<file path="src/rtl/core/scc_pkg.sv">
// Shared constants, types and state encoding for the strongly connected components block.
package scc_pkg;

	localparam int MaxNodes = 64;
	localparam int MaxEdges = 256;
	localparam int NodeW = $clog2(MaxNodes);
	localparam int EdgeW = $clog2(MaxEdges);
	localparam int CountW = NodeW + 1;
	localparam int EcntW = EdgeW + 1;

	typedef enum logic [3:0] {
		ST_LOAD,
		ST_CLR,
		ST_P1_ROOT,
		ST_SCAN,
		ST_POP,
		ST_P2_ROOT,
		ST_P2_WAIT,
		ST_OUT_RD,
		ST_OUT
	} scc_state_t;

	typedef struct packed {
		logic store_edge;
		logic clr_start;
		logic clr_step;
		logic root_start;
		logic scan_step;
		logic pop_step;
		logic p2_pop;
		logic p2_start;
		logic out_start;
		logic out_rd;
		logic out_next;
		logic run_done;
		logic pass2;
	} scc_cmd_t;

	typedef struct packed {
		logic root_done;
		logic root_visited;
		logic scan_done;
		logic stack_empty;
		logic fin_empty;
		logic p2_take;
		logic out_last;
	} scc_sts_t;

endpackage

</file>
<file path="src/rtl/core/scc_ctrl.sv">
// Controller state machine sequencing load, both search passes and result output.
module scc_ctrl import scc_pkg::*; (
	input  logic     clk,
	input  logic     arst_n,
	input  logic     in_fire,
	input  logic     in_last,
	input  logic     out_free,
	input  logic     out_fire,
	input  scc_sts_t sts,
	output scc_cmd_t cmd,
	output logic     in_rdy,
	output logic     busy,
	output logic     res_load
);

	scc_state_t state_q, state_d;
	logic pass2_q, pass2_d;

	always_comb begin
		state_d = state_q;
		pass2_d = pass2_q;
		unique case (state_q)
			ST_LOAD: begin
				if (in_fire && in_last) begin
					state_d = ST_CLR;
					pass2_d = 1'b0;
				end
			end
			ST_CLR:
				state_d = pass2_q ? ST_P2_ROOT : ST_P1_ROOT;
			ST_P1_ROOT: begin
				if (sts.root_done) begin
					state_d = ST_CLR;
					pass2_d = 1'b1;
				end else if (!sts.root_visited) begin
					state_d = ST_SCAN;
				end
			end
			ST_P2_ROOT: begin
				if (sts.fin_empty)
					state_d = ST_OUT_RD;
				else if (sts.p2_take)
					state_d = ST_SCAN;
				else
					state_d = ST_P2_WAIT;
			end
			ST_P2_WAIT:
				state_d = ST_P2_ROOT;
			ST_SCAN: begin
				if (sts.scan_done)
					state_d = ST_POP;
			end
			ST_POP: begin
				if (sts.stack_empty)
					state_d = pass2_q ? ST_P2_ROOT : ST_P1_ROOT;
				else
					state_d = ST_SCAN;
			end
			ST_OUT_RD: begin
				if (out_free)
					state_d = ST_OUT;
			end
			ST_OUT: begin
				if (out_fire)
					state_d = sts.out_last ? ST_LOAD : ST_OUT_RD;
			end
			default: state_d = ST_LOAD;
		endcase
	end

	always_comb begin
		cmd = '0;
		cmd.pass2 = pass2_q;
		in_rdy = 1'b0;
		res_load = 1'b0;
		unique case (state_q)
			ST_LOAD: begin
				in_rdy = 1'b1;
				cmd.store_edge = in_fire;
				cmd.out_start = 1'b1;
			end
			ST_CLR: cmd.clr_start = 1'b1;
			ST_P1_ROOT: begin
				if (!sts.root_done && !sts.root_visited)
					cmd.root_start = 1'b1;
				else if (!sts.root_done)
					cmd.clr_step = 1'b1;
			end
			ST_P2_ROOT: begin
				if (!sts.fin_empty && sts.p2_take)
					cmd.p2_start = 1'b1;
				else if (!sts.fin_empty)
					cmd.p2_pop = 1'b1;
			end
			ST_P2_WAIT: ;
			ST_SCAN: begin
				if (!sts.scan_done)
					cmd.scan_step = 1'b1;
			end
			ST_POP: begin
				if (!sts.stack_empty)
					cmd.pop_step = 1'b1;
			end
			ST_OUT_RD: begin
				if (out_free) begin
					cmd.out_rd = 1'b1;
					res_load = 1'b1;
				end
			end
			ST_OUT: begin
				if (out_fire) begin
					cmd.out_next = 1'b1;
					cmd.run_done = sts.out_last;
				end
			end
			default: ;
		endcase
	end

	assign busy = state_q != ST_LOAD;

	always_ff @(posedge clk or negedge arst_n) begin
		if (!arst_n) begin
			state_q <= ST_LOAD;
			pass2_q <= 1'b0;
		end else begin
			state_q <= state_d;
			pass2_q <= pass2_d;
		end
	end

	property p_no_in_busy;
		@(posedge clk) disable iff (!arst_n) busy |-> !in_rdy;
	endproperty
	a_no_in_busy: assert property (p_no_in_busy) else $error("input taken while busy");

	property p_last_start;
		@(posedge clk) disable iff (!arst_n) (in_fire && in_last) |=> state_q == ST_CLR;
	endproperty
	a_last_start: assert property (p_last_start) else $error("run did not start");

	property p_out_only;
		@(posedge clk) disable iff (!arst_n) res_load |-> state_q == ST_OUT_RD;
	endproperty
	a_out_only: assert property (p_out_only) else $error("result loaded outside output");

endmodule

</file>
<file path="config.mk">
export PLATFORM = sky130hd
export DESIGN_NAME = scc_ctrl
export DESIGN_NICKNAME = d
export VERILOG_FILES = /design/src/rtl/core/scc_pkg.sv /design/src/rtl/core/scc_ctrl.sv
export SDC_FILE = /design/constraint.sdc
export NUM_CORES = 1
export LEC_CHECK = 0
export BUFFER_PORTS_ARGS = -buffer_cell sky130_fd_sc_hd__buf_2
export CAP_MARGIN = 5
export CORE_MARGIN = 10
export CORE_UTILIZATION = 39
export DETAILED_ROUTE_END_ITERATION = 6
export PLACE_DENSITY_LB_ADDON = 0.08
export SLEW_MARGIN = 25
export SYNTH_ARGS = -nofsm -noshare
export SYNTH_HDL_FRONTEND = slang
export SYNTH_SLANG_ARGS = --single-unit
</file>
<file path="constraint.sdc">
create_clock -name clk -period 1.5 [get_ports clk]
set_input_delay 0.075 -clock clk [delete_from_list [all_inputs] [get_ports clk]]
set_output_delay 0.075 -clock clk [all_outputs]
set_load 0.05 [all_outputs]
</file>
==> results of run 1 <==
-- worst max path at each step --
| stage | startpoint | to | slack (ns) | cells past startpoint |
|---|---|---|---|---|
| 2_1_floorplan | state_q[0] | cmd[5] | -0.30 | 3 |
| 3_3_place_gp | state_q[3] | state_q[1] | 0.01 | 5 |
| 3_5_place_dp | state_q[0] | state_q[2] | -0.03 | 5 |
| 4_1_cts | state_q[1] | cmd[5] | -0.08 | 4 |
| 5_1_grt | state_q[0] | cmd[9] | -0.15 | 5 |
| 6_report | state_q[0] | cmd[9] | -0.08 | 5 |
-- logic make-up (layout without fill, tap and decap cells) --
group | count (synthesis) | count (layout) | synth area share [%]
and+or+nand+nor | 43 | 43 | 46.0
DFF | 5 | 5 | 21.5
buffers and inverters | 9 | 56 | 9.89
AOI/OAI and AO/OA | 17 | 17 | 22.6
-- metrics by stage --
step                hold slack [ns]  setup TNS (ns)
CTS                          0.0441          -0.348
finish                       0.0551          -0.326
detailed placement           -0.104         -0.0414
global placement             -0.109               0
global route                 0.0636           -1.15
floorplan                    -0.221           -2.00
-- area by class of cell --
class	instances	area, sq um
fillers	88	248
flip-flops and latches	5	130
multi-input cells	60	531
well taps	15	18.8
inverters	2	7.51
repair buffers	50	389
clock buffers	4	26.3
-- worst register-to-register path, delay by kind of cell, from the launching register on --
kind	cells	cell delay [ns]
AOI/OAI and AO/OA	2	0.39
and+or+nand+nor	1	0.53
DFF	1	0.48
-- synthesized netlist by cell type, types with 2 or more instances --
cell       number  area share (%)
nor3_1          6             5.2
a41o_1          2             3.4
and3_1          2             2.2
nand2_1         4             2.6
dfrtp_1         5              22
nor2b_1         5             5.4
inv_1           2             1.3
o221ai_1        2             3.0
nand2b_1        4             4.3
and2_1          3             3.2
buf_4           4             5.2
o21ai_1         2             1.7
nor4_1          5             5.4
a21oi_1         5             4.3
nor3b_1         2             2.6
nor2_1          5             3.2
a2111oi_2       2             5.2
-- layer usage --
| layer | vias to the layer above | track usage [%] |
|---|---|---|
| met3 | 2 | 4.29 |
| met2 | 30 | 21.1 |
| met1 | 357 | 12.9 |
| met5 | - | 0 |
| met4 | 0 | 6.23 |
| li1 | 369 | - |
-- report_power, final --
group          leakage (uW)  switching, uW  internal, uW
combinational      0.000420            944           718
clock             0.0000150           51.6           100
sequential        0.0000597           83.4           191
-- state kept, by name (all words and copies together), names as in the netlist --
register	count
pass2_q	1
state_q	4
-- timing repair --
action                                  CTS  global route
endpoints found under the hold margin     5             0
gates resized for setup                  28            15
endpoints found under the setup margin   17            18
hold buffers                              1             0
pin swaps                                 3             1
buffers inserted                          6             1
==> run_results.csv, run 1 <==
group,metric,value,unit
outcome,status,"finished with violations",
outcome,failed_checks,"negative setup slack",
detailed_routing,viasPerCell,5.57,
floorplanning,die_x,58.6,microns
grt,grt-ovfl-total,0,
setup_path,r2r_cells,3,
logic_synthesis,synth_edf_count,0,
logic_synthesis,dominantRegCellSynth,"dfrtp_1",
detailed_routing,via_count,758,
clock_tree,h-tree-depth,1,
setup_path,critPathLaunchType,"register",
finish,stdcell_area,1100,sq um
detailed_routing,wl_per_cell,16.2,microns
logic_synthesis,syn_avg_cell_area,7.86,sq um
placement,dp.cells,124,
sta,max_slew.worst_pin.slew,0.345,ns
logic_synthesis,ys_ff_latch,5,
detailed_routing,drtIter0Drc,26,
placement,dp_hpwl,1560,microns
power_and_ir_drop,finalPower,2090,uW
worst_hold_path,hp-start,"out_fire",
finish,layout_common_cells,"23 x buf_4, 15 x buf_2, 9 x buf_6",
setup_path,crit_required,1.42,ns
logic_synthesis,async_reset_ff_share,100,%
power_and_ir_drop,p_leak,0.000495,uW
floorplanning,start_util,43.1,%
placement,routabilityCongestion,0.819,
clock_tree,cts_tree,"done",
logic_synthesis,ys_seq_area_share,21.5,%
detailed_routing,top_layer,"met4",
clock_tree,clk_path_buf_depth,2,
clock_tree,clk_pin_slew_worst_paths,0.04,ns
clock_tree,clock-root-buffer,"clkbuf_4",
finish,syn2layout_area_growth,89.5,%
floorplanning,core_area,1350,sq um
setup_path,cpMaxStageDelayCell,"dfrtp_2",
power_and_ir_drop,ir_worst_vdd,1530,uV
grt,grt_pass1_wl,3370,microns
floorplanning,ioPinCount,29,
setup_path,path_class,"register to output pin",
finish,insertedDiodeCount,0,
setup_path,crit_family,"simple AND/OR/NAND/NOR gates",
detailed_routing,ant_nets,0,
sta,drv_slew,0,
sta,max_freq,0.634,GHz
worst_hold_path,hold_depth,2,
placement,placed_area,866,sq um
grt,antenna_found_initial,0,
worst_hold_path,whs_endpoint,"state_q[3]",
sta,min_period,1.58,ns
setup_path,slowest_delay,0.45,ns
logic_synthesis,syn_area,582,sq um
setup_path,reg2reg_from,"state_q[2]",
finish,finish.utilization,81.6,%
clock_tree,cts_buffers,3,
logic_synthesis,syn-num-nets,87,
sta,hold_violations,0,
detailed_routing,wl_met1,917,microns
floorplanning,core.rowCount,13,
setup_path,arrival,1.50,ns
power_and_ir_drop,powerDensity,1900,nW/um^2
setup_path,path_max_fanout,6,
sta,finalCritPeriodShare,105,%
detailed_routing,wl_met2,1110,microns
grt,track_usage,12.3,%
placement,dp_slack,-0.0330,ns
logic_synthesis,syn_inst,74,
grt,grt_max_degree,10,
logic_synthesis,ys_warn_count,0,
sta,fin_skew,0.00378,ns
setup_path,crit_buf_inv,2,
finish,num-nets-final,135,
detailed_routing,firstDrtPassIters,4,
logic_synthesis,synth_cell_types,31,
sta,slew_headroom,77.0,%
setup_path,rrSetupSlack,-0.02,ns
finish,final_common_cell,"buf_4",
sta,setup_viol,8,
run,maxCapViolCount,0,
clock_tree,cts.sinks,5,
clock_tree,clock_latency,0.24,ns
finish,final_layout_size_suffix_gt1_share,63.6,%
sta,grt_setup_unrepaired,"yes",
setup_path,cp-end-kind,"output pin",
placement,port_buffers,28,
detailed_routing,drcViolationCount,0,
worst_hold_path,hold_path.class,"primary input to register",
finish,fin_cells,136,
detailed_routing,postRouteWirelength,2200,microns
detailed_routing,wl_met3,151,microns
floorplanning,die_height,58.6,microns
floorplanning,die-area,3440,sq um
grt,grt_pass1_vias,741,
setup_path,r2r_end,"state_q[2]",
setup_path,crit_chain,"buf_4 -> nor4_4 -> and2_4 -> nor2b_4 -> buf_8",
sta,setup_ws,-0.0775,ns
Power figures use the tool's default switching activity.
==> run 2, diff against run 1 <==
--- a/config.mk
+++ b/config.mk
@@ -5,11 +5,12 @@
 export SDC_FILE = /design/constraint.sdc
 export NUM_CORES = 1
 export LEC_CHECK = 0
+export ABC_CLOCK_PERIOD_IN_PS = 1920
 export BUFFER_PORTS_ARGS = -buffer_cell sky130_fd_sc_hd__buf_2
 export CAP_MARGIN = 5
-export CORE_MARGIN = 10
-export CORE_UTILIZATION = 39
+export CORE_AREA = 10 10 47 49
 export DETAILED_ROUTE_END_ITERATION = 6
+export DIE_AREA = 0 0 57 59
 export PLACE_DENSITY_LB_ADDON = 0.08
 export SLEW_MARGIN = 25
 export SYNTH_ARGS = -nofsm -noshare
==> constraint.sdc (replaced) <==
create_clock -name clk -period 1.92 [get_ports clk]
set_input_delay 0.096 -clock clk [delete_from_list [all_inputs] [get_ports clk]]
set_output_delay 0.096 -clock clk [all_outputs]
set_load 0.05 [all_outputs]
==> run_results.csv, run 2 (synthesized netlist as in run 1, its figures left out) <==
group,metric,value,unit
detailed_routing,drcViolationCount,0,
clock_tree,h-tree-depth,1,
setup_path,path_max_fanout,10,
floorplanning,start_util,41.5,%
detailed_routing,top_layer,"met4",
power_and_ir_drop,p_leak,0.000378,uW
detailed_routing,wl_met3,164,microns
clock_tree,clk_path_buf_depth,2,
floorplanning,die_x,57,microns
sta,min_period,1.79,ns
setup_path,arrival,1.70,ns
setup_path,crit_required,1.82,ns
floorplanning,core_area,1400,sq um
sta,slew_headroom,73.9,%
finish,regMostFlops,"state_q",
grt,antenna_found_initial,0,
finish,syn2layout_area_growth,39.1,%
detailed_routing,ant_nets,0,
placement,dp_hpwl,1430,microns
clock_tree,clock-root-buffer,"clkbuf_4",
sta,hold_violations,0,
detailed_routing,wl_met1,760,microns
placement,placed_area,761,sq um
sta,finalCritPeriodShare,93.4,%
floorplanning,ioPinCount,29,
finish,largest_register_ffs,4,
clock_tree,clk_pin_slew_worst_paths,0.05,ns
power_and_ir_drop,ir_worst_vdd,923,uV
grt,grt_max_degree,14,
sta,drv_slew,0,
floorplanning,die-area,3360,sq um
finish,stdcell_area,810,sq um
detailed_routing,postRouteWirelength,1770,microns
setup_path,cp-end-kind,"output pin",
setup_path,cpMaxStageDelayCell,"dfrtp_1",
placement,port_buffers,28,
outcome,status,"complete, no violations",
setup_path,crit_family,"simple AND/OR/NAND/NOR gates",
sta,fin_setup_tns,0,ns
setup_path,crit_chain,"buf_4 -> nor3_1 -> and3_1 -> and2_1 -> buf_2",
grt,track_usage,10.4,%
clock_tree,clock_latency,0.25,ns
placement,dp_slack,0.259,ns
sta,setup_ws,0.127,ns
detailed_routing,wl_met2,802,microns
sta,setup_viol,0,
detailed_routing,viasPerCell,5.52,
worst_hold_path,hold_path.class,"primary input to register",
finish,final_layout_size_suffix_gt1_share,47.1,%
setup_path,critPathLaunchType,"register",
finish,largestRegisters,"state_q: 4 flops, pass2_q: 1 flops",
grt,grt_pass1_wl,2930,microns
sta,max_slew.worst_pin.slew,0.390,ns
finish,num-nets-final,118,
detailed_routing,wl_per_cell,14.7,microns
finish,insertedDiodeCount,0,
clock_tree,cts.sinks,5,
sta,fin_skew,0.00248,ns
grt,grt-ovfl-total,0,
setup_path,slowest_delay,0.47,ns
finish,final_common_cell,"buf_2",
placement,routabilityCongestion,0.809,
floorplanning,core.rowCount,14,
sta,max_freq,0.558,GHz
grt,grt_pass1_vias,664,
clock_tree,cts_buffers,3,
clock_tree,cts_tree,"done",
run,maxCapViolCount,0,
sta,grt_setup_unrepaired,"no",
power_and_ir_drop,powerDensity,1550,nW/um^2
setup_path,crit_buf_inv,2,
finish,layout_common_cells,"27 x buf_2, 5 x nor3_1, 5 x nor2b_1, 5 x a21oi_1, 5 x nor2_1",
detailed_routing,via_count,662,
detailed_routing,firstDrtPassIters,4,
setup_path,path_class,"register to output pin",
floorplanning,die_height,59,microns
detailed_routing,drtIter0Drc,15,
[run 2: cell types whose count changed in the layout (fill, tap and decap cells not counted), moves of 2 or more]
cell | previous run | this run
nor4_4 | 3 | 1
dfrtp_2 | 4 | 2
buf_2 | 15 | 27
dfrtp_1 | 1 | 3
nor3_1 | 3 | 5
buf_6 | 9 | 0
and2_1 | 1 | 3
buf_4 | 23 | 4
and3_4 | 2 | 0
and3_1 | 0 | 2
buf_8 | 2 | 0
and2_4 | 2 | 0
[run 2: routing by layer]
metal,vias up,GRT usage (%)
met2,30,15.0
met1,290,12.9
met3,6,3.22
met4,0,7.05
li1,336,-
met5,-,0
[run 2: area by class of cell]
| class | count | area, sq um |
|---|---|---|
| clock buffers | 3 | 22.5 |
| clock inverters | 1 | 5.00 |
| fillers | 145 | 592 |
| inverters | 2 | 7.51 |
| multi-input cells | 60 | 444 |
| flip-flops and latches | 5 | 128 |
| well taps | 16 | 20.0 |
| repair buffers | 33 | 183 |
[run 2: power breakdown]
part	switching (uW)	leakage (uW)	internal (uW)
registers	92.3	0.0000621	145
logic	588	0.000298	306
clock network	48.7	0.0000177	75.6
[run 2: worst reg2reg max path: cells and delay by family, from the launching register on]
kind / cells / cell delay [ns]
compound gates: 3 / 0.85
simple gates: 1 / 0.19
flops: 1 / 0.49
[run 2: final timing paths]
kind                            start         end  slack [ns]  cells past startpoint
max                        state_q[0]      cmd[1]        0.13                      5
max reg2reg                state_q[0]  state_q[2]        0.27                      4
min                          out_fire  state_q[3]        0.07                      2
min in group asynchronous      arst_n     pass2_q        0.19                      2
max in group asynchronous      arst_n  state_q[2]        1.59                      2
min reg2reg                state_q[1]     pass2_q        0.70                      2
[run 2: stage by stage]
step           hold slack, ns  total power (uW)  util (%)  instances
5_1_grt                0.0766              1360      57.8        120
6_report               0.0686              1260      57.8        120
4_1_cts                0.0669              1260      57.0        120
3_5_place_dp          -0.0854              1130      54.3        115
3_3_place_gp          -0.0891              1120      54.3        115
2_1_floorplan          -0.200               966         -         74
[run 2: what timing repair did]
action / 4_1_cts / 5_1_grt
endpoints found under the hold margin: 5 / 0
buffers inserted: 0 / 0
resized for setup: 0 / 4
hold buffers: 1 / 0
endpoints found under the setup margin: 0 / 3
==> run 3, diff against run 2 <==
--- a/config.mk
+++ b/config.mk
@@ -12,6 +12,7 @@
 export DETAILED_ROUTE_END_ITERATION = 6
 export DIE_AREA = 0 0 57 59
 export PLACE_DENSITY_LB_ADDON = 0.08
+export REMOVE_ABC_BUFFERS = 1
 export SLEW_MARGIN = 25
 export SYNTH_ARGS = -nofsm -noshare
 export SYNTH_HDL_FRONTEND = slang
==> run_results.csv, run 3 (synthesized netlist as in run 1, its figures left out) <==
group,metric,value,unit
floorplanning,start_util,41.5,%
detailed_routing,drtIter0Drc,4,
detailed_routing,drcViolationCount,0,
outcome,status,"complete, no violations",
placement,dp_hpwl,1380,microns
sta,grt_setup_unrepaired,"no",
grt,antenna_found_initial,0,
sta,hold_violations,0,
worst_hold_path,whs_endpoint,"state_q[3]",
sta,setup_ws,0.125,ns
floorplanning,ioPinCount,29,
sta,min_period,1.79,ns
sta,max_freq,0.557,GHz
finish,fin_cells,119,
power_and_ir_drop,pwr-share-clk,9.9,%
placement,routabilityCongestion,0.756,
power_and_ir_drop,powerDensity,1570,nW/um^2
finish,largestRegisters,"state_q: 4 flops, pass2_q: 1 flops",
worst_hold_path,hp-start,"out_fire",
setup_path,arrival,1.70,ns
clock_tree,clock-root-buffer,"clkbuf_4",
finish,regMostFlops,"state_q",
sta,slew_headroom,75.3,%
detailed_routing,viasPerCell,5.46,
power_and_ir_drop,sequentialPowerShare,20.8,%
power_and_ir_drop,power_switching,699,uW
clock_tree,cts_setup_buffers,0,
finish,finish.utilization,54.4,%
sta,setup_viol,0,
finish,insertedDiodeCount,0,
setup_path,r2r_cells,4,
setup_path,rrSetupSlack,0.31,ns
finish,final_layout_size_suffix_gt1_share,39.8,%
power_and_ir_drop,ir_worst_vdd,887,uV
sta,drv_slew,0,
sta,finalCritPeriodShare,93.5,%
sta,holdWs,0.0911,ns
finish,num-nets-final,117,
clock_tree,clock_latency,0.24,ns
clock_tree,clk_path_buf_depth,2,
placement,port_buffers,28,
floorplanning,die-area,3360,sq um
detailed_routing,postRouteWirelength,1730,microns
finish,syn2layout_area_growth,31.0,%
clock_tree,h-tree-depth,1,
setup_path,critPathLaunchType,"register",
placement,dp.cells,114,
setup_path,path_class,"register to output pin",
clock_tree,cts.sinks,5,
grt,grt_max_degree,16,
setup_path,r2r_end,"state_q[0]",
floorplanning,core.rowCount,14,
clock_tree,cts_tree,"done",
worst_hold_path,hold_path.class,"primary input to register",
setup_path,reg2reg_from,"state_q[0]",
grt,track_usage,10.8,%
sta,fin_skew,0.00473,ns
setup_path,cp-end-kind,"output pin",
sta,max_slew.worst_pin.slew,0.368,ns
setup_path,crit_required,1.82,ns
floorplanning,core_area,1400,sq um
power_and_ir_drop,switching_share,58.3,%
power_and_ir_drop,p_comb_share,69.3,%
finish,largest_register_ffs,4,
placement,dp_slack,0.180,ns
run,maxCapViolCount,0,
setup_path,path_max_fanout,15,
detailed_routing,ant_nets,0,
worst_hold_path,hold_depth,2,
floorplanning,die_height,59,microns
clock_tree,clk_pin_slew_worst_paths,0.04,ns
power_and_ir_drop,p_int,500,uW
clock_tree,cts_buffers,3,
floorplanning,die_x,57,microns
detailed_routing,wl_per_cell,14.5,microns
finish,final_common_cell,"buf_2",
power_and_ir_drop,p_leak,0.000367,uW
grt,grt_pass1_vias,659,
detailed_routing,firstDrtPassIters,4,
detailed_routing,via_count,650,
grt,grt-ovfl-total,0,
grt,grt_pass1_wl,3060,microns
-- run 3: cell count changes in the layout (fill, tap and decap cells not counted) --
cell / delta
nor4_2: -3
nor4b_2: -1
nor4_1: +4
dfrtp_2: -1
buf_2: -1
clkinv_2: -1
nor4_4: -1
nor4b_1: +1
clkbuf_1: +1
dfrtp_1: +1
-- run 3: repair_timing --
item,CTS,global route
endpoints found under the hold margin,5,0
endpoints found under the setup margin,0,4
hold buffers,1,0
gates resized for setup,0,5
-- run 3: worst max path at each step --
stage,to,slack (ns),from
after detailed placement,state_q[0],0.18,state_q[0]
final,cmd[9],0.13,state_q[0]
after global routing,cmd[1],0.009,state_q[1]
after CTS,cmd[9],0.04,state_q[0]
after floorplan,busy,-1.33,state_q[1]
after global placement,state_q[2],0.26,state_q[0]
-- run 3: stage by stage --
stage	setup TNS, ns	instance area, sq um	total power [uW]
floorplan	-12.01	532	860
global placement	0	714	1060
detailed placement	0	714	1080
CTS	0	751	1200
global route	0	762	1300
finish	0	762	1200
-- run 3: per-layer routing --
layer | up-vias | part of all wire (%) | global-route usage [%]
li1 | 336 | - | -
met1 | 290 | 45 | 13.1
met2 | 22 | 47 | 17.8
met3 | 2 | 6.3 | 2.36
met4 | 0 | 1.1 | 5.03
met5 | - | 0 | 0
-- run 3: power by group through the flow --
stage	sequential [uW]	combinational (uW)	clock [uW]
floorplan	278	582	0
global placement	243	822	0
detailed placement	247	829	0
CTS	247	831	123
global route	264	906	130
finish	249	831	119
-- run 3: final cells by class --
type                            instances  area (sq um)
Fill cell                             150           639
Multi-Input combinational cell         60           404
Timing Repair Buffer                   32           178
Sequential cell                         5           126
Clock buffer                            4          26.3
Tap cell                               16          20.0
Inverter                                2          7.51
-- run 3: critical path: stages (launching register included) --
cell and delay (ns):
dfrtp_2 0.50, nor4_1 0.34, and2_1 0.22, nor2b_1 0.13, buf_2 0.26
